--- src/rtl/core/u16u8_pkg.sv ---
// Shared types, constants and UTF-8 byte helpers for the UTF-16LE to UTF-8 transcoder.
// Depends on nothing; imported by the front, queue, back and top-level modules.
package u16u8_pkg;

    localparam logic [15:0] HIGH_FIRST = 16'hD800;
    localparam logic [15:0] HIGH_LAST  = 16'hDBFF;
    localparam logic [15:0] LOW_FIRST  = 16'hDC00;
    localparam logic [15:0] LOW_LAST   = 16'hDFFF;
    localparam logic [20:0] PAIR_BASE  = 21'h10000;
    localparam logic [20:0] ONE_MAX    = 21'h7F;
    localparam logic [20:0] TWO_MAX    = 21'h7FF;
    localparam logic [20:0] THREE_MAX  = 21'hFFFF;
    localparam logic [7:0]  LEAD2      = 8'hC0;
    localparam logic [7:0]  LEAD3      = 8'hE0;
    localparam logic [7:0]  LEAD4      = 8'hF0;
    localparam logic [7:0]  CONT       = 8'h80;
    localparam logic [7:0]  TERM_BYTE  = 8'h00;
    localparam logic [2:0]  SURR_LEN   = 3'd3;

    // One classified input transaction: an optional flushed high surrogate,
    // an optional code point and an optional terminator, in that order.
    typedef struct packed {
        logic        has_flush;
        logic [9:0]  flush_bits;
        logic        has_cp;
        logic [20:0] cp;
        logic        has_term;
    } job_t;

    typedef struct packed {
        logic full;
        logic empty;
    } q_status_t;

    function automatic logic [2:0] utf8_len(input logic [20:0] cp);
        logic [2:0] len;
        if (cp <= ONE_MAX)
            len = 3'd1;
        else if (cp <= TWO_MAX)
            len = 3'd2;
        else if (cp <= THREE_MAX)
            len = 3'd3;
        else
            len = 3'd4;
        return len;
    endfunction

    function automatic logic [7:0] utf8_byte(input logic [20:0] cp, input logic [2:0] len,
                                             input logic [1:0] idx);
        logic [7:0] b;
        b = TERM_BYTE;
        case (len)
            3'd1:
            begin
                b = cp[7:0];
            end
            3'd2:
            begin
                case (idx)
                    2'd0:    b = LEAD2 | {3'b000, cp[10:6]};
                    default: b = CONT | {2'b00, cp[5:0]};
                endcase
            end
            3'd3:
            begin
                case (idx)
                    2'd0:    b = LEAD3 | {4'b0000, cp[15:12]};
                    2'd1:    b = CONT | {2'b00, cp[11:6]};
                    default: b = CONT | {2'b00, cp[5:0]};
                endcase
            end
            default:
            begin
                case (idx)
                    2'd0:    b = LEAD4 | {5'b00000, cp[20:18]};
                    2'd1:    b = CONT | {2'b00, cp[17:12]};
                    2'd2:    b = CONT | {2'b00, cp[11:6]};
                    default: b = CONT | {2'b00, cp[5:0]};
                endcase
            end
        endcase
        return b;
    endfunction

endpackage

--- src/rtl/core/utf16le_to_utf8_transcoder.sv ---
// Top level of the UTF-16LE to UTF-8 transcoder: front end, job queue, byte sequencer.
// Depends on u16u8_pkg, u16u8_front, u16u8_queue and u16u8_back.
//
//  channel | handshake            | payload                        | per transaction
//  --------+----------------------+--------------------------------+---------------------
//  input   | in_valid / in_ready  | code_unit[15:0], last_unit     | one UTF-16 code unit
//  output  | out_valid / out_ready| out_byte[7:0], run_last,       | one UTF-8 byte
//          |                      | text_end                       |
//
// Rates: the front end takes one code unit per cycle while the job queue has room;
// the sequencer issues one byte per cycle while the output is not stalled, and each unit
// causes 0 to 7 bytes, so the input is bounded by the output byte rate.
// Order: a job is first stored in the queue; its bytes are then registered at the output.
// Reset: rst_n clears surrogate/text state, queue pointers and the output valid flag.
// Stalls: out_ready low holds the output register; the queue absorbs up to QUEUE_DEPTH
// jobs before in_ready drops.
module utf16le_to_utf8_transcoder #(
    parameter int QUEUE_DEPTH = 2
) (
    input  logic        clk,
    input  logic        rst_n,
    input  logic        in_valid,
    output logic        in_ready,
    input  logic [15:0] code_unit,
    input  logic        last_unit,
    output logic        out_valid,
    input  logic        out_ready,
    output logic [7:0]  out_byte,
    output logic        run_last,
    output logic        text_end
);
    import u16u8_pkg::*;

    q_status_t q_status;
    job_t      push_job;
    job_t      head_job;
    logic      push;
    logic      pop;

    // classify each code unit and hold a pending high surrogate
    u16u8_front u_front (
        .clk      (clk),
        .rst_n    (rst_n),
        .in_valid (in_valid),
        .in_ready (in_ready),
        .code_unit(code_unit),
        .last_unit(last_unit),
        .q_status (q_status),
        .push     (push),
        .push_job (push_job)
    );

    // decouple classification from byte issue
    u16u8_queue #(
        .DEPTH(QUEUE_DEPTH)
    ) u_queue (
        .clk     (clk),
        .rst_n   (rst_n),
        .push    (push),
        .push_job(push_job),
        .pop     (pop),
        .head_job(head_job),
        .status  (q_status)
    );

    // expand each job into its byte run
    u16u8_back u_back (
        .clk      (clk),
        .rst_n    (rst_n),
        .head_job (head_job),
        .q_status (q_status),
        .pop      (pop),
        .out_valid(out_valid),
        .out_ready(out_ready),
        .out_byte (out_byte),
        .run_last (run_last),
        .text_end (text_end)
    );

endmodule

--- src/rtl/core/u16u8_front.sv ---
// Front end: accepts code units, tracks surrogate and text state, builds jobs.
// Depends on u16u8_pkg; feeds u16u8_queue.
module u16u8_front (
    input  logic                  clk,
    input  logic                  rst_n,
    input  logic                  in_valid,
    output logic                  in_ready,
    input  logic [15:0]           code_unit,
    input  logic                  last_unit,
    input  u16u8_pkg::q_status_t  q_status,
    output logic                  push,
    output u16u8_pkg::job_t       push_job
);
    import u16u8_pkg::*;

    logic [9:0] held_bits_reg, held_bits_next;
    logic       held_valid_reg, held_valid_next;
    logic       text_done_reg, text_done_next;
    logic       accept;
    logic       is_high;
    logic       is_low;
    job_t       job;

    assign in_ready = !q_status.full;
    assign accept   = in_valid && in_ready;
    assign is_high  = code_unit inside {[HIGH_FIRST:HIGH_LAST]};
    assign is_low   = code_unit inside {[LOW_FIRST:LOW_LAST]};

    always_comb
    begin
        job             = '0;
        held_bits_next  = held_bits_reg;
        held_valid_next = held_valid_reg;
        text_done_next  = text_done_reg;
        if (!text_done_reg)
        begin
            if (held_valid_reg && is_low)
            begin
                job.has_cp      = 1'b1;
                job.cp          = PAIR_BASE + {1'b0, held_bits_reg, code_unit[9:0]};
                held_valid_next = 1'b0;
                held_bits_next  = '0;
            end
            else
            begin
                if (held_valid_reg)
                begin
                    job.has_flush   = 1'b1;
                    job.flush_bits  = held_bits_reg;
                    held_valid_next = 1'b0;
                    held_bits_next  = '0;
                end
                if (code_unit == 16'h0000)
                begin
                    job.has_term   = 1'b1;
                    text_done_next = 1'b1;
                end
                else if (is_high && !last_unit)
                begin
                    held_bits_next  = code_unit[9:0];
                    held_valid_next = 1'b1;
                end
                else
                begin
                    job.has_cp = 1'b1;
                    job.cp     = {5'd0, code_unit};
                end
            end
            if (last_unit && !text_done_next)
            begin
                job.has_term   = 1'b1;
                text_done_next = 1'b1;
            end
        end
        // drop all message state after the last unit
        if (last_unit)
        begin
            held_bits_next  = '0;
            held_valid_next = 1'b0;
            text_done_next  = 1'b0;
        end
    end

    assign push     = accept && (job.has_flush || job.has_cp || job.has_term);
    assign push_job = job;

    always_ff @(posedge clk or negedge rst_n)
    begin
        if (!rst_n)
        begin
            held_bits_reg  <= '0;
            held_valid_reg <= 1'b0;
            text_done_reg  <= 1'b0;
        end
        else if (accept)
        begin
            held_bits_reg  <= held_bits_next;
            held_valid_reg <= held_valid_next;
            text_done_reg  <= text_done_next;
        end
    end

endmodule

--- src/rtl/core/u16u8_queue.sv ---
// Small job queue between the front end and the byte sequencer.
// Depends on u16u8_pkg for the job and status types.
module u16u8_queue #(
    parameter int DEPTH = 2
) (
    input  logic                  clk,
    input  logic                  rst_n,
    input  logic                  push,
    input  u16u8_pkg::job_t       push_job,
    input  logic                  pop,
    output u16u8_pkg::job_t       head_job,
    output u16u8_pkg::q_status_t  status
);
    import u16u8_pkg::*;

    localparam int PTR_W = (DEPTH > 1) ? $clog2(DEPTH) : 1;
    localparam int CNT_W = $clog2(DEPTH + 1);

    job_t             mem_reg [DEPTH];
    logic [PTR_W-1:0] wr_ptr_reg, wr_ptr_next;
    logic [PTR_W-1:0] rd_ptr_reg, rd_ptr_next;
    logic [CNT_W-1:0] count_reg, count_next;
    logic             do_push;
    logic             do_pop;

    assign status.full  = (count_reg == CNT_W'(DEPTH));
    assign status.empty = (count_reg == '0);
    assign do_push      = push && !status.full;
    assign do_pop       = pop && !status.empty;
    assign head_job     = mem_reg[rd_ptr_reg];

    always_comb
    begin
        wr_ptr_next = wr_ptr_reg;
        rd_ptr_next = rd_ptr_reg;
        count_next  = count_reg;
        if (do_push)
            wr_ptr_next = (wr_ptr_reg == PTR_W'(DEPTH - 1)) ? '0 : wr_ptr_reg + 1'b1;
        if (do_pop)
            rd_ptr_next = (rd_ptr_reg == PTR_W'(DEPTH - 1)) ? '0 : rd_ptr_reg + 1'b1;
        if (do_push && !do_pop)
            count_next = count_reg + 1'b1;
        else if (do_pop && !do_push)
            count_next = count_reg - 1'b1;
    end

    always_ff @(posedge clk or negedge rst_n)
    begin
        if (!rst_n)
        begin
            wr_ptr_reg <= '0;
            rd_ptr_reg <= '0;
            count_reg  <= '0;
        end
        else
        begin
            wr_ptr_reg <= wr_ptr_next;
            rd_ptr_reg <= rd_ptr_next;
            count_reg  <= count_next;
        end
    end

    always_ff @(posedge clk)
    begin
        if (do_push)
            mem_reg[wr_ptr_reg] <= push_job;
    end

endmodule

--- src/rtl/core/u16u8_back.sv ---
// Back end: walks the job at the queue head and issues one UTF-8 byte per cycle while not stalled.
// Depends on u16u8_pkg for the job type and byte helpers.
module u16u8_back (
    input  logic                  clk,
    input  logic                  rst_n,
    input  u16u8_pkg::job_t       head_job,
    input  u16u8_pkg::q_status_t  q_status,
    output logic                  pop,
    output logic                  out_valid,
    input  logic                  out_ready,
    output logic [7:0]            out_byte,
    output logic                  run_last,
    output logic                  text_end
);
    import u16u8_pkg::*;

    logic [1:0]  idx_reg, idx_next;
    logic        flush_done_reg, flush_done_next;
    logic        cp_done_reg, cp_done_next;
    logic        out_valid_reg, out_valid_next;
    logic [7:0]  out_byte_reg;
    logic        run_last_reg;
    logic        text_end_reg;
    logic        in_flush;
    logic        in_cp;
    logic        in_term;
    logic [20:0] seg_value;
    logic [2:0]  seg_len;
    logic        seg_final;
    logic        job_final;
    logic        issue;
    logic [7:0]  cur_byte;

    assign in_flush  = head_job.has_flush && !flush_done_reg;
    assign in_cp     = !in_flush && head_job.has_cp && !cp_done_reg;
    assign in_term   = !in_flush && !in_cp;
    assign seg_value = in_flush ? (21'(HIGH_FIRST) | {11'd0, head_job.flush_bits}) : head_job.cp;
    assign seg_len   = in_flush ? SURR_LEN : (in_cp ? utf8_len(head_job.cp) : 3'd1);
    assign seg_final = ({1'b0, idx_reg} == (seg_len - 3'd1));
    assign job_final = in_term
                    || (in_cp && seg_final && !head_job.has_term)
                    || (in_flush && seg_final && !head_job.has_cp && !head_job.has_term);
    assign cur_byte  = in_term ? TERM_BYTE : utf8_byte(seg_value, seg_len, idx_reg);
    assign issue     = !q_status.empty && (!out_valid_reg || out_ready);
    assign pop       = issue && job_final;

    always_comb
    begin
        idx_next        = idx_reg;
        flush_done_next = flush_done_reg;
        cp_done_next    = cp_done_reg;
        out_valid_next  = out_valid_reg;
        if (issue)
        begin
            out_valid_next = 1'b1;
            if (job_final)
            begin
                idx_next        = '0;
                flush_done_next = 1'b0;
                cp_done_next    = 1'b0;
            end
            else if (seg_final)
            begin
                idx_next = '0;
                if (in_flush)
                    flush_done_next = 1'b1;
                else
                    cp_done_next = 1'b1;
            end
            else
            begin
                idx_next = idx_reg + 1'b1;
            end
        end
        else if (out_ready)
        begin
            out_valid_next = 1'b0;
        end
    end

    always_ff @(posedge clk or negedge rst_n)
    begin
        if (!rst_n)
        begin
            idx_reg        <= '0;
            flush_done_reg <= 1'b0;
            cp_done_reg    <= 1'b0;
            out_valid_reg  <= 1'b0;
        end
        else
        begin
            idx_reg        <= idx_next;
            flush_done_reg <= flush_done_next;
            cp_done_reg    <= cp_done_next;
            out_valid_reg  <= out_valid_next;
        end
    end

    always_ff @(posedge clk)
    begin
        if (issue)
        begin
            out_byte_reg <= cur_byte;
            run_last_reg <= job_final;
            text_end_reg <= in_term;
        end
    end

    assign out_valid = out_valid_reg;
    assign out_byte  = out_byte_reg;
    assign run_last  = run_last_reg;
    assign text_end  = text_end_reg;

endmodule

--- config.mk ---
export PLATFORM = sky130hd
export DESIGN_NAME = utf16le_to_utf8_transcoder
export DESIGN_NICKNAME = d
export VERILOG_FILES = /design/src/rtl/core/u16u8_pkg.sv /design/src/rtl/core/utf16le_to_utf8_transcoder.sv /design/src/rtl/core/u16u8_front.sv /design/src/rtl/core/u16u8_queue.sv /design/src/rtl/core/u16u8_back.sv
export SDC_FILE = /design/constraint.sdc
export NUM_CORES = 1
export LEC_CHECK = 0
export CELL_PAD_IN_SITES_DETAIL_PLACEMENT = 1
export CELL_PAD_IN_SITES_GLOBAL_PLACEMENT = 1
export CORE_ASPECT_RATIO = 0.5
export CORE_MARGIN = 2
export CORE_UTILIZATION = 54
export CTS_BUF_LIST = sky130_fd_sc_hd__clkbuf_2 sky130_fd_sc_hd__clkbuf_4 sky130_fd_sc_hd__clkbuf_8
export DETAILED_ROUTE_END_ITERATION = 8
export DONT_BUFFER_PORTS = 1
export PLACE_DENSITY = 0.85
export SYNTH_ARGS = -nofsm -noshare
export SYNTH_HDL_FRONTEND = slang
export SYNTH_SLANG_ARGS = --single-unit
export TNS_END_PERCENT = 5
--- constraint.sdc ---
create_clock -name clk -period 4.5 [get_ports clk]
set_input_delay 0.675 -clock clk [delete_from_list [all_inputs] [get_ports clk]]
set_output_delay 0.675 -clock clk [all_outputs]
set_load 0.02 [all_outputs]
# Yosys cells after proc, flatten, opt, wreduce, memory -nomap -nowiden
# Memories as Yosys holds them, arrays and structs flattened.
# Index checks and enable logic that the tools add are counted.
[word_totals] out_inout_bits=12 inputBits=21 wordCells=137 n_memories=1 register_bits=31 ramBits=68
[classes] mux=50 n_eq_ne=9 n_reduce_logical=50 n_addsub=7 n_lt_le_gt_ge=7
[mem_list] memory="u_queue.mem_reg" depth=2 word_bits=34 read_ports=1 rd_ports_with_merged_regs=0 write_ports=1 line="u16u8_queue.sv:19" text="job_t mem_reg [DEPTH];"
[op_table] op="$mux 22" n=3
[op_table] op="$mux 10" n=6
[op_table] op="$mux 34" n=1
[op_table] op="$ge 16x16->1 const B" n=2
[op_table] op="$le 16x16->1 const B" n=2
[op_table] op="$mux 1" n=24
[op_table] op="$pmux 8 s3" n=1
[op_table] op="$logic_and 1x1->1" n=22
[op_table] op="$mux 11" n=2
[op_table] op="$add 17x20->21 const A" n=1
[op_table] op="$le 21x11->1 const B" n=1
[op_table] op="$le 21x16->1 const B" n=1
[op_table] op="$le 21x7->1 const B" n=1
[op_table] op="$mux 21" n=1
[op_table] op="$pmux 7 s3" n=1
[op_table] op="$logic_not 16->1" n=1
[op_table] op="$mux 3" n=5
[op_table] op="$pmux 7 s2" n=1
[op_table] op="$logic_not 1->1" n=13
[op_table] op="$mux 2" n=4
[op_table] op="$reduce_bool 2->1" n=4
[op_table] op="$mux 7" n=1
[op_table] op="$eq 3x2->1 const B" n=2
[op_table] op="$reduce_and 3->1" n=2
[op_table] op="12 further kinds" n=21

# Logic depth before layout (Yosys ltp)
# Gate-level depths: netlist of run 1.
[logic_depth] depth_word=18 depth_mapped=18 depth_no_buf=15

# Hierarchy
# A second synthesis of run 1 with hierarchy kept.
[unflattened] hier_cells=407 hier_area_um2=5232.5
[by_module_without_submodules] module="u16u8_queue" n_inst=1 cells_per_inst=125 area_each_um2=2801.4 seq_area_each_um2=2142.1
[by_module_without_submodules] module="u16u8_back" n_inst=1 cells_per_inst=185 area_each_um2=1534.0 seq_area_each_um2=425.4
[by_module_without_submodules] module="u16u8_front" n_inst=1 cells_per_inst=97 area_each_um2=897.1 seq_area_each_um2=300.3

# Worst setup path after synthesis of run 1
# OpenSTA, ideal clock, no wires.
[synth_timing] path_type="reg-to-reg" from="register u_queue.rd_ptr_reg" to="register u_queue.count_reg[1]" arrival_time_ns=3.412 path_slack_ns=1.009 stages_incl_launch_ff=18 n_path_buf=4 t_required_ns=4.421 setup_time_ns=0.079 period_less_slack_ns=3.491 cell_sequence="dfrtp_1 > buf_6 > buf_6 > buf_2 > clkbuf_1 > nor4b_1 > a31oi_1 > nor2_1 > o21ai_0 > inv_1 > ha_1 > a2111oi_0 > o211ai_1 > a21boi_0 > nor2_1 > ha_1 > nor2_1 > xor2_1"
[synth_via] elab_chain_len=18 word_cells_on_any_way=33 cone_classes="add/sub: 1; order compare: 3; eq/ne: 1; mux: 6; reduce/logical: 21; memory: 1"
[synth_lines] element="start: declaration" line="u16u8_queue.sv:21" text="logic [PTR_W-1:0] rd_ptr_reg, rd_ptr_next;"
[synth_lines] element="start signal: assignment" line="u16u8_queue.sv:58" text="rd_ptr_reg <= rd_ptr_next;"
[synth_lines] element="$mem_v2 2x34 *"
[synth_lines] element="$le 21x16->1 / $logic_and 1x1->1 (equally long branches)" line="u16u8_pkg.sv:41, u16u8_back.sv:34"
[synth_lines] element="$mux 3 / $logic_not 1->1 (equally long branches)" line="u16u8_pkg.sv:41, u16u8_back.sv:35, u16u8_back.sv:36"
[synth_lines] element="$mux 3 / $logic_and 1x1->1 (equally long branches)" line="u16u8_pkg.sv:39, u16u8_back.sv:35"
[synth_lines] element="$mux 3 / $logic_and 1x1->1 (equally long branches)" line="u16u8_pkg.sv:37, u16u8_back.sv:35"
[synth_lines] element="$mux 3 (2 in a row)" line="u16u8_back.sv:38" text="assign seg_len = in_flush ? SURR_LEN : (in_cp ? utf8_len(head_job.cp) : 3'd1);"
[synth_lines] element="$sub 3x1->3" line="u16u8_back.sv:39" text="assign seg_final = ({1'b0, idx_reg} == (seg_len - 3'd1));"
[synth_lines] element="$eq 2x3->1" line="u16u8_back.sv:39"
[synth_lines] element="$logic_and 1x1->1, on equally long branches (2 in a row)" line="u16u8_back.sv:41, u16u8_back.sv:42"
[synth_lines] element="$logic_or 1x1->1 / $logic_and 1x1->1 (equally long branches)" line="u16u8_back.sv:41, u16u8_back.sv:42"
[synth_lines] element="$logic_or 1x1->1 *" line="u16u8_back.sv:42" text="|| (in_flush && seg_final && !head_job.has_cp && !head_job.has_term);"
[synth_lines] element="$logic_and 1x1->1 *" line="u16u8_back.sv:45" text="assign pop = issue && job_final;"
[synth_lines] element="$logic_and 1x1->1 *" line="u16u8_queue.sv:29" text="assign do_pop = pop && !status.empty;"
[synth_lines] element="$logic_not 1->1" line="u16u8_queue.sv:41" text="if (do_push && !do_pop)"
[synth_lines] element="$logic_and 1x1->1" line="u16u8_queue.sv:41"
[synth_lines] element="$mux 2 / $reduce_bool 2->1 (equally long branches)"
[synth_lines] element="end signal: assignment" line="u16u8_queue.sv:59" text="count_reg <= count_next;"
[synth_lines] element="end: declaration" line="u16u8_queue.sv:22" text="logic [CNT_W-1:0] count_reg, count_next;"
# Every way passes the cells marked *; elsewhere a longest branch is shown, timed or not.
# A chain may end at the register's enable or synchronous reset.

# Worst setup path after layout of run 1
# Ends and elaborated chain as after synthesis.

==> flow_summary.yaml, run 1 <==
synth:
  synth.yosys.warnings: 0
  ys_seq_elements: 99
  synth_edf_count: 78
  synth_sequential_area_ratio_pct: 57.0
  synth_area_per_cell_sq_um: 12.2
  syn_area_sq_mm: 0.00503
  synth.net_count: 442
  netlist_instances: 411
  post_synth_num_cell_types: 67
  synth_top_flop_cell: "edfxtp_1"
  async_flop_share_pct: 21.2
timing:
  period_share_pct: 91.2
  fin_skew_ps: 8.15
  hold_viol_final: 0
  tns_ps: 0
  setup_viol: 0
  worst_pin_slew_ps: 1110
  rsz0062_at_grt: "false"
  slew_viol_final: 0
  fmax_ghz: 0.244
  fin_crit_ps: 4100
  relSlewSlack_pct: 25.4
routing:
  vias: 3662
  ant_nets: 0
  first_pass_iters: 5
  viasPerCell: 6.87
  avgRoutedWirePerCell_microns: 26.7
  drtIter0Drc: 435
  drt-total-wl_mm: 14.3
  drcViolationCount: 0
grt:
  grt_max_degree: 35
  grt_pass1_vias: 3801
  globalRouteOverflowTotal: 0
  antenna_found_initial: 0
  grt_usage_pct: 29.4
  grt_pass1_wl_mm: 21.8
critical_path:
  r2r_end: "u_queue.count_reg[1]"
  cp-start-kind: "flop"
  endpoint_kind: "flop"
  critical_path.max_fanout: 29
  crit_arrival_ps: 4400
  worstRegToRegCells: 14
  cp.required_ps: 4800
  worstSetupPathType: "reg -> reg"
  startpoint: "u_queue.rd_ptr_reg"
  rrSetupSlack_ps: 400
  rr_startpoint: "u_queue.rd_ptr_reg"
  crit_end: "u_queue.count_reg[1]"
floorplan:
  die_w_microns: 141
  io_pins: 33
  die_h_microns: 72.3
  core_sq_mm: 0.00889
  initial_core_util_pct: 56.6
  dieArea_sq_mm: 0.0102
  row_count: 24
pwr:
  power.switching_mw: 1.40
  p_int_mw: 2.04
  seqPwrFrac_pct: 43.7
  swShare_pct: 40.8
  clockPowerShare_pct: 18.2
  pwr_density_cell_mw_per_mm2: 642
  comb_power_share_pct: 38.2
  ir_worst_vdd_mv: 0.258
  leakage_nw: 1.93
cts:
  clk_pin_slew_ps: 100
  cts_root_buf: "clkbuf_8"
  clk_path_buf_depth: 2
  cts_sinks: 99
  clk-insertion-delay-late_ps: 370
  numCtsBuffers: 9
  cts_tree: "done"
  h-tree-depth: 3
  post_cts_buffers: 0
finish:
  drive_gt1_share_pct: 12.0
  area_delta_synth_final_pct: 6.44
  instances_no_fill: 533
  largest_reg_flops: 68
  fin_nets: 442
  num_antenna_cells: 0
  nFillCells: 897
placed_design:
  port_buffers: 0
  hpwlAfterDp_mm: 10.1
  gp_congestion: 0.893
  dp.cells: 516
job:
  drv_cap: 0
status:
  status: "complete, no violations"
min_path:
  holdCritPathClass: "in -> reg"
## worst max-delay path, cell delays in order, from the launching register on
cell	delay, ps
dfrtp_4	640
nor4_2	370
a22oi_1	290
nand2b_1	240
o21ai_0	320
inv_1	120
ha_1	260
a2111oi_0	500
o211ai_1	290
a21boi_1	280
nor2_1	80
ha_1	210
xor2_1	140
nor2_1	130
xor2_1	140
## metrics by stage
step	cell area (sq um)	hold slack [ps]	setup WS (ps)	total power, mW	utilization, %
detailed placement	5130	380	448	2.77	57.7
global placement	5130	380	825	2.68	57.7
finish	5360	375	398	3.44	60.2
floorplan	5030	379	1010	2.39	-
CTS	5350	368	275	3.40	60.2
global route	5360	373	102	3.59	60.2
## what timing repair did
action / 4_1_cts / 5_1_grt
hold buffers: 1 / 0
endpoints found under the setup margin: 0 / 1
resized for setup: 0 / 2
hold endpoints to repair: 21 / 0
## layout by cell type, fill, tap and decap left out, types with 7 or more instances in the layout
cell type / count
a21oi_1: 19
clkbuf_8: 10
dfrtp_1: 20
edfxtp_1: 78
nor2_1: 35
nand3_1: 12
a22o_1: 14
nand2_1: 12
and2_1: 28
inv_1: 14
mux2i_1: 16
nor3_1: 13
ha_1: 10
o21ai_0: 7
nand2b_1: 10
## cell type report
type | instances | area, sq um | area share (%)
well taps | 117 | 146 | 2.73
clock buffers | 11 | 145 | 2.71
inverters | 14 | 52.6 | 0.981
repair buffers | 6 | 47.5 | 0.888
multi-input cells | 281 | 2020 | 37.8
flip-flops and latches | 99 | 2870 | 53.6
clock inverters | 5 | 67.6 | 1.26
## logic make-up after synthesis
kind of cell / Yosys count / share of synthesized area, %
AOI/OAI and AO/OA: 96 / 14.4
xor gates and xnor gates: 7 / 1.22
adders and majority gates: 10 / 2.49
buffers and inverters: 31 / 2.91
DFF: 99 / 57.0
muxes: 27 / 6.44
and+or+nand+nor: 141 / 15.5
## routing by layer
layer	up-vias	track usage [%]	wire, microns
met5	-	0	0
met1	1873	41.5	6320
met3	23	6.40	1240
li1	1579	-	-
met4	0	6.11	173
met2	187	48.1	6530
## synth_stat cells, drive strengths merged (5+ instances only)
cell	instances	area [sq um]
inv	14	52.6
ha	10	125
a21oi	20	104
clkbuf	9	43.8
nor2	37	141
nand3	13	70.1
mux2i	17	174
o22ai	5	31.3
nor3	14	70.1
buf	8	50.1
dfrtp	21	526
nand2	12	45.0
nor4	7	56.3
a22o	14	123
edfxtp	78	2340
mux2	7	82.6
and2	28	175
o21ai	8	40.0
nand2b	10	62.6
a211oi	8	70.1
## how the worst min path moves through the flow
stage / cells past startpoint / start / slack [ps] / endpoint
6_report: 1 / last_unit / 370 / u_front.text_done_reg
5_1_grt: 1 / last_unit / 370 / u_front.text_done_reg
4_1_cts: 1 / last_unit / 370 / u_front.text_done_reg
3_5_place_dp: 0 / rst_n / 380 / u_queue.count_reg[0]
3_3_place_gp: 0 / rst_n / 380 / u_back.idx_reg[0]
2_1_floorplan: 0 / rst_n / 380 / u_back.cp_done_reg
## power groups by stage
stage / clock network [mW] / registers, mW / logic (mW)
finish: 0.625 / 1.50 / 1.31
global route: 0.663 / 1.52 / 1.41
CTS: 0.624 / 1.49 / 1.28
detailed placement: 0 / 1.51 / 1.26
global placement: 0 / 1.48 / 1.19
floorplan: 0 / 1.44 / 0.958
(Power assumes the default switching activity.)
==> inputs of run 2 (changes only) <==
--- a/config.mk
+++ b/config.mk
@@ -7,7 +7,6 @@
 export LEC_CHECK = 0
 export CELL_PAD_IN_SITES_DETAIL_PLACEMENT = 1
 export CELL_PAD_IN_SITES_GLOBAL_PLACEMENT = 1
-export CORE_ASPECT_RATIO = 0.5
 export CORE_MARGIN = 2
 export CORE_UTILIZATION = 54
 export CTS_BUF_LIST = sky130_fd_sc_hd__clkbuf_2 sky130_fd_sc_hd__clkbuf_4 sky130_fd_sc_hd__clkbuf_8
==> run 2 against run 1 <==
Compared with the run above:
- global-route usage fell by 2.4 points
- power down 2.6%
- core utilization down 2.0 points
- first-iteration DRC count shrank 52%
- sequential power about the same
- clock skew up 3.8 ps
- fmax down 1.2%
- critical endpoint unchanged
- highest routed layer unchanged
==> flow_summary.yaml, run 2 (same netlist as run 1, synthesis figures left out) <==
cts:
  numCtsBuffers: 9
  post_cts_buffers: 0
  h-tree-depth: 3
  cts_tree: "done"
  clk-insertion-delay-late_ps: 380
  cts_root_buf: "clkbuf_8"
  ctsResizeCount: 0
  cts_hold_buf: 1
  cts_sinks: 99
  clk_pin_slew_ps: 100
  clk_path_buf_depth: 2
critical_path:
  cp.required_ps: 4800
  startpoint: "u_queue.rd_ptr_reg"
  worstSetupPathType: "reg -> reg"
  crit_slowest_cell: "dfrtp_2"
  crit_family: "compound AO/OA/AOI/OAI gates"
  crit_path_max_incr_delay_ps: 620
  critical_path_buf_inv_count: 2
  rr_startpoint: "u_queue.rd_ptr_reg"
  path_cells: "buf_4 > nor3_1 > a21oi_1 > a21oi_2 > o21ai_0 > inv_1 > ha_1 > a2111oi_0 > o211ai_1 > a21boi_0 > nor2_1 > ha_1 > xor2_1 > nor2_1 > xor2_1"
  endpoint_kind: "flop"
  crit_arrival_ps: 4450
  critical_path.max_fanout: 21
  cp-start-kind: "flop"
pwr:
  seqPwrFrac_pct: 44.1
  clockPowerShare_pct: 18.0
  p_int_mw: 2.01
  power.switching_mw: 1.33
  leakage_nw: 1.92
  ir_worst_vdd_mv: 0.324
  pwr_density_cell_mw_per_mm2: 627
  comb_power_share_pct: 37.9
  swShare_pct: 39.8
floorplan:
  dieArea_sq_mm: 0.0101
  core_sq_mm: 0.00915
  die_h_microns: 101
  row_count: 35
  die_w_microns: 101
  io_pins: 33
  initial_core_util_pct: 55.0
timing:
  hold_viol_final: 0
  relSlewSlack_pct: 27.3
  worst_pin_slew_ps: 1090
  worst_slack_ps: 347
  rsz0062_at_grt: "false"
  fin_skew_ps: 11.9
  fmax_ghz: 0.241
  fin_crit_ps: 4150
  slew_viol_final: 0
  whs_ps: 368
  setup_viol: 0
  tns_ps: 0
  period_share_pct: 92.3
routing:
  drt-total-wl_mm: 12.9
  drtIter0Drc: 208
  drcViolationCount: 0
  ant_nets: 0
  first_pass_iters: 5
  vias: 3486
  avgRoutedWirePerCell_microns: 24.4
  viasPerCell: 6.61
finish:
  drive_gt1_share_pct: 12.0
  largest_reg_flops: 68
  fin_nets: 442
  num_antenna_cells: 0
  final_core_util_pct: 58.3
  final_common_cell: "edfxtp_1"
  area_delta_synth_final_pct: 6.04
  final_cell_mix: "edfxtp_1, nor2_1, and2_1"
  postLayoutCellArea_sq_mm: 0.00534
grt:
  grt_pass1_wl_mm: 20.3
  antenna_found_initial: 0
  globalRouteOverflowTotal: 0
  grt_usage_pct: 27.0
  grt_max_degree: 35
  grt_pass1_vias: 3668
min_path:
  holdCritPathClass: "in -> reg"
  min_from: "last_unit"
placed_design:
  hpwlAfterDp_mm: 9.64
  place_ws_ps: 546
  port_buffers: 0
  placed_cell_area_sq_mm: 0.00512
  gp_congestion: 0.905
job:
  drv_cap: 0
status:
  status: "complete, no violations"
## run 2: path summary, 6_finish.rpt
| kind | slack (ps) | cells after the start | to |
|---|---|---|---|
| worst max-delay path | 350 | 15 | u_queue.count_reg[1] |
| worst min-delay path | 370 | 1 | u_front.text_done_reg |
| worst max register to register | 350 | 15 | u_queue.count_reg[1] |
| worst min register to register | 520 | 1 | u_queue.wr_ptr_reg |
| max in group asynchronous | 2830 | 1 | u_queue.rd_ptr_reg |
| min in group asynchronous | 940 | 1 | u_queue.count_reg[1] |
## run 2: area by class of cell
| class | instances | area, sq um |
|---|---|---|
| Fill cell | 928 | 3820 |
| Inverter | 14 | 52.6 |
| Sequential cell | 99 | 2870 |
| Clock inverter | 6 | 71.3 |
| Multi-Input combinational cell | 281 | 2020 |
| Tap cell | 111 | 139 |
| Timing Repair Buffer | 6 | 47.5 |
| Clock buffer | 10 | 131 |
## run 2: power groups by stage
stage / Sequential (mW) / Clock [mW] / Combinational, mW
4_1_cts: 1.48 / 0.609 / 1.26
2_1_floorplan: 1.44 / 0 / 0.958
6_report: 1.48 / 0.601 / 1.27
3_3_place_gp: 1.48 / 0 / 1.17
5_1_grt: 1.50 / 0.639 / 1.38
3_5_place_dp: 1.49 / 0 / 1.24
## run 2: layer usage
metal | GRT usage, % | part of all wire (%) | vias up
met4 | 8.64 | 1.6 | 0
li1 | - | - | 1576
met3 | 4.65 | 4.4 | 19
met1 | 34.8 | 43 | 1783
met2 | 46.8 | 51 | 108
met5 | 0 | 0 | -
## run 2: per-stage QoR
stage / power [mW] / cells
6_report: 3.35 / 527
5_1_grt: 3.52 / 527
4_1_cts: 3.34 / 527
3_5_place_dp: 2.74 / 510
3_3_place_gp: 2.65 / 510
2_1_floorplan: 2.39 / 411
==> inputs of run 3 (changes only) <==
--- a/config.mk
+++ b/config.mk
@@ -12,7 +12,7 @@
 export CTS_BUF_LIST = sky130_fd_sc_hd__clkbuf_2 sky130_fd_sc_hd__clkbuf_4 sky130_fd_sc_hd__clkbuf_8
 export DETAILED_ROUTE_END_ITERATION = 8
 export DONT_BUFFER_PORTS = 1
-export PLACE_DENSITY = 0.85
+export PLACE_DENSITY = 0.82
 export SYNTH_ARGS = -nofsm -noshare
 export SYNTH_HDL_FRONTEND = slang
 export SYNTH_SLANG_ARGS = --single-unit
==> run 3 against run 2 <==
Compared with the run above:
- routed wire length decreased by 2.4%
- sequential power about the same
- combinational power about the same
- die area unchanged
- setup slack improved by 170 ps
- via count about the same
- first-iteration DRC count decreased by 16%
- hold slack got worse by 270 ps
- largest power group unchanged
- highest routed layer unchanged
==> flow_summary.yaml, run 3 (same netlist as run 1, synthesis figures left out) <==
critical_path:
  crit_family: "compound AO/OA/AOI/OAI gates"
  critical_path_buf_inv_count: 2
  worstSetupPathType: "reg -> reg"
  cp-start-kind: "flop"
  crit_arrival_ps: 4290
  endpoint_kind: "flop"
  worstRegToRegCells: 14
  crit_path_max_incr_delay_ps: 590
  path_cells: "buf_4 > nor3_1 > a21oi_1 > a21oi_2 > o21ai_0 > inv_1 > ha_1 > a2111oi_0 > o211ai_1 > a21boi_0 > nor2_1 > ha_1 > nor2_1 > xor2_1"
  cp.depth: 14
  cp.required_ps: 4800
  critical_path.max_fanout: 22
  rrSetupSlack_ps: 520
  crit_slowest_cell: "dfrtp_2"
floorplan:
  die_h_microns: 101
  die_w_microns: 101
  initial_core_util_pct: 55.0
  row_count: 35
  core_sq_mm: 0.00915
  io_pins: 33
  dieArea_sq_mm: 0.0101
finish:
  largest_reg_flops: 68
  instances_no_fill: 527
  final_core_util_pct: 58.4
  final_cell_mix: "edfxtp_1, nor2_1, and2_1"
  final_common_cell: "edfxtp_1"
  postLayoutCellArea_sq_mm: 0.00535
  fin_nets: 442
  area_delta_synth_final_pct: 6.32
  multi_input_area_sq_mm: 0.00202
  drive_gt1_share_pct: 12.3
  nFillCells: 932
  num_antenna_cells: 0
  seq_area_sq_mm: 0.00287
placed_design:
  gp_congestion: 0.918
  port_buffers: 0
  hpwlAfterDp_mm: 9.36
  dp.cells: 510
  place_ws_ps: 541
  placed_cell_area_sq_mm: 0.00512
routing:
  viasPerCell: 6.61
  avgRoutedWirePerCell_microns: 23.9
  drtIter0Drc: 174
  ant_nets: 0
  drt-total-wl_mm: 12.6
  drcViolationCount: 0
  first_pass_iters: 4
  vias: 3484
pwr:
  swShare_pct: 39.3
  power.switching_mw: 1.31
  comb_power_share_pct: 37.4
  pwr_density_cell_mw_per_mm2: 624
  leakage_nw: 1.93
  seqPwrFrac_pct: 44.3
  ir_worst_vdd_mv: 0.275
  clockPowerShare_pct: 18.3
  p_int_mw: 2.02
  p_total_mw: 3.34
cts:
  cts_tree: "done"
  clk-insertion-delay-late_ps: 370
  cts_sinks: 99
  post_cts_buffers: 0
  ctsResizeCount: 0
  cts_root_buf: "clkbuf_8"
  clk_path_buf_depth: 2
  cts_hold_buf: 1
  h-tree-depth: 3
  numCtsBuffers: 9
  clk_pin_slew_ps: 100
timing:
  rsz0062_at_grt: "false"
  setup_viol: 0
  slew_viol_final: 0
  period_share_pct: 88.5
  worst_pin_slew_ps: 971
  worst_slack_ps: 515
  relSlewSlack_pct: 34.7
  fmax_ghz: 0.251
  tns_ps: 0
  hold_viol_final: 0
  fin_crit_ps: 3980
  fin_skew_ps: 12.4
  whs_ps: 102
grt:
  antenna_found_initial: 0
  grt_max_degree: 35
  grt_pass1_vias: 3755
  grt_usage_pct: 26.7
  grt_pass1_wl_mm: 20.1
  globalRouteOverflowTotal: 0
min_path:
  holdCritPathClass: "in -> async"
job:
  drv_cap: 0
status:
  status: "complete, no violations"
## run 3: cell count changes in the layout (fill, tap and decap cells not counted), sizes merged
cell / change
clkinv: -1
clkinvlp: -1
buf: +1
dlygate4sd3: -1
inv: +1
clkbuf: +1
## run 3: worst register-to-register path, stage by stage (launching register included)
cell	delay, ps
dfrtp_2	590
buf_4	340
nor3_1	110
a21oi_1	250
a21oi_2	80
o21ai_0	340
inv_1	120
ha_1	270
a2111oi_0	450
o211ai_1	270
a21boi_0	350
nor2_1	100
ha_1	340
nor2_1	160
xor2_1	150
## run 3: path summary, 6_finish.rpt
| kind | startpoint | endpoint |
|---|---|---|
| worst max-delay path | u_queue.rd_ptr_reg | u_queue.count_reg[1] |
| worst min-delay path | rst_n | u_front.held_bits_reg[2] |
| worst max register to register | u_queue.rd_ptr_reg | u_queue.count_reg[1] |
| worst min register to register | u_queue.wr_ptr_reg | u_queue.wr_ptr_reg |
| max in group asynchronous | rst_n | u_queue.rd_ptr_reg |
| min in group clk | last_unit | u_front.text_done_reg |
## run 3: power groups by stage
stage	Clock (mW)	Sequential (mW)	Combinational [mW]
global placement	0	1.48	1.18
floorplan	0	1.44	0.958
CTS	0.621	1.48	1.24
detailed placement	0	1.50	1.22
global route	0.648	1.50	1.37
finish	0.612	1.48	1.25
## run 3: cell type report
class,count,area share (%)
Inverter,14,0.982
Clock buffer,11,2.60
Sequential cell,99,53.6
Tap cell,111,2.60
Clock inverter,5,1.26
Multi-Input combinational cell,281,37.8
Timing Repair Buffer,6,1.08
## run 3: layer usage
metal,vias to the layer above,part of all wire (%),track usage [%],wire [microns]
met1,1778,44,33.9,5470
met4,0,2.9,11.6,367
met3,25,3.9,4.85,495
li1,1583,-,-,-
met5,-,0,0,0
met2,98,50,44.9,6240
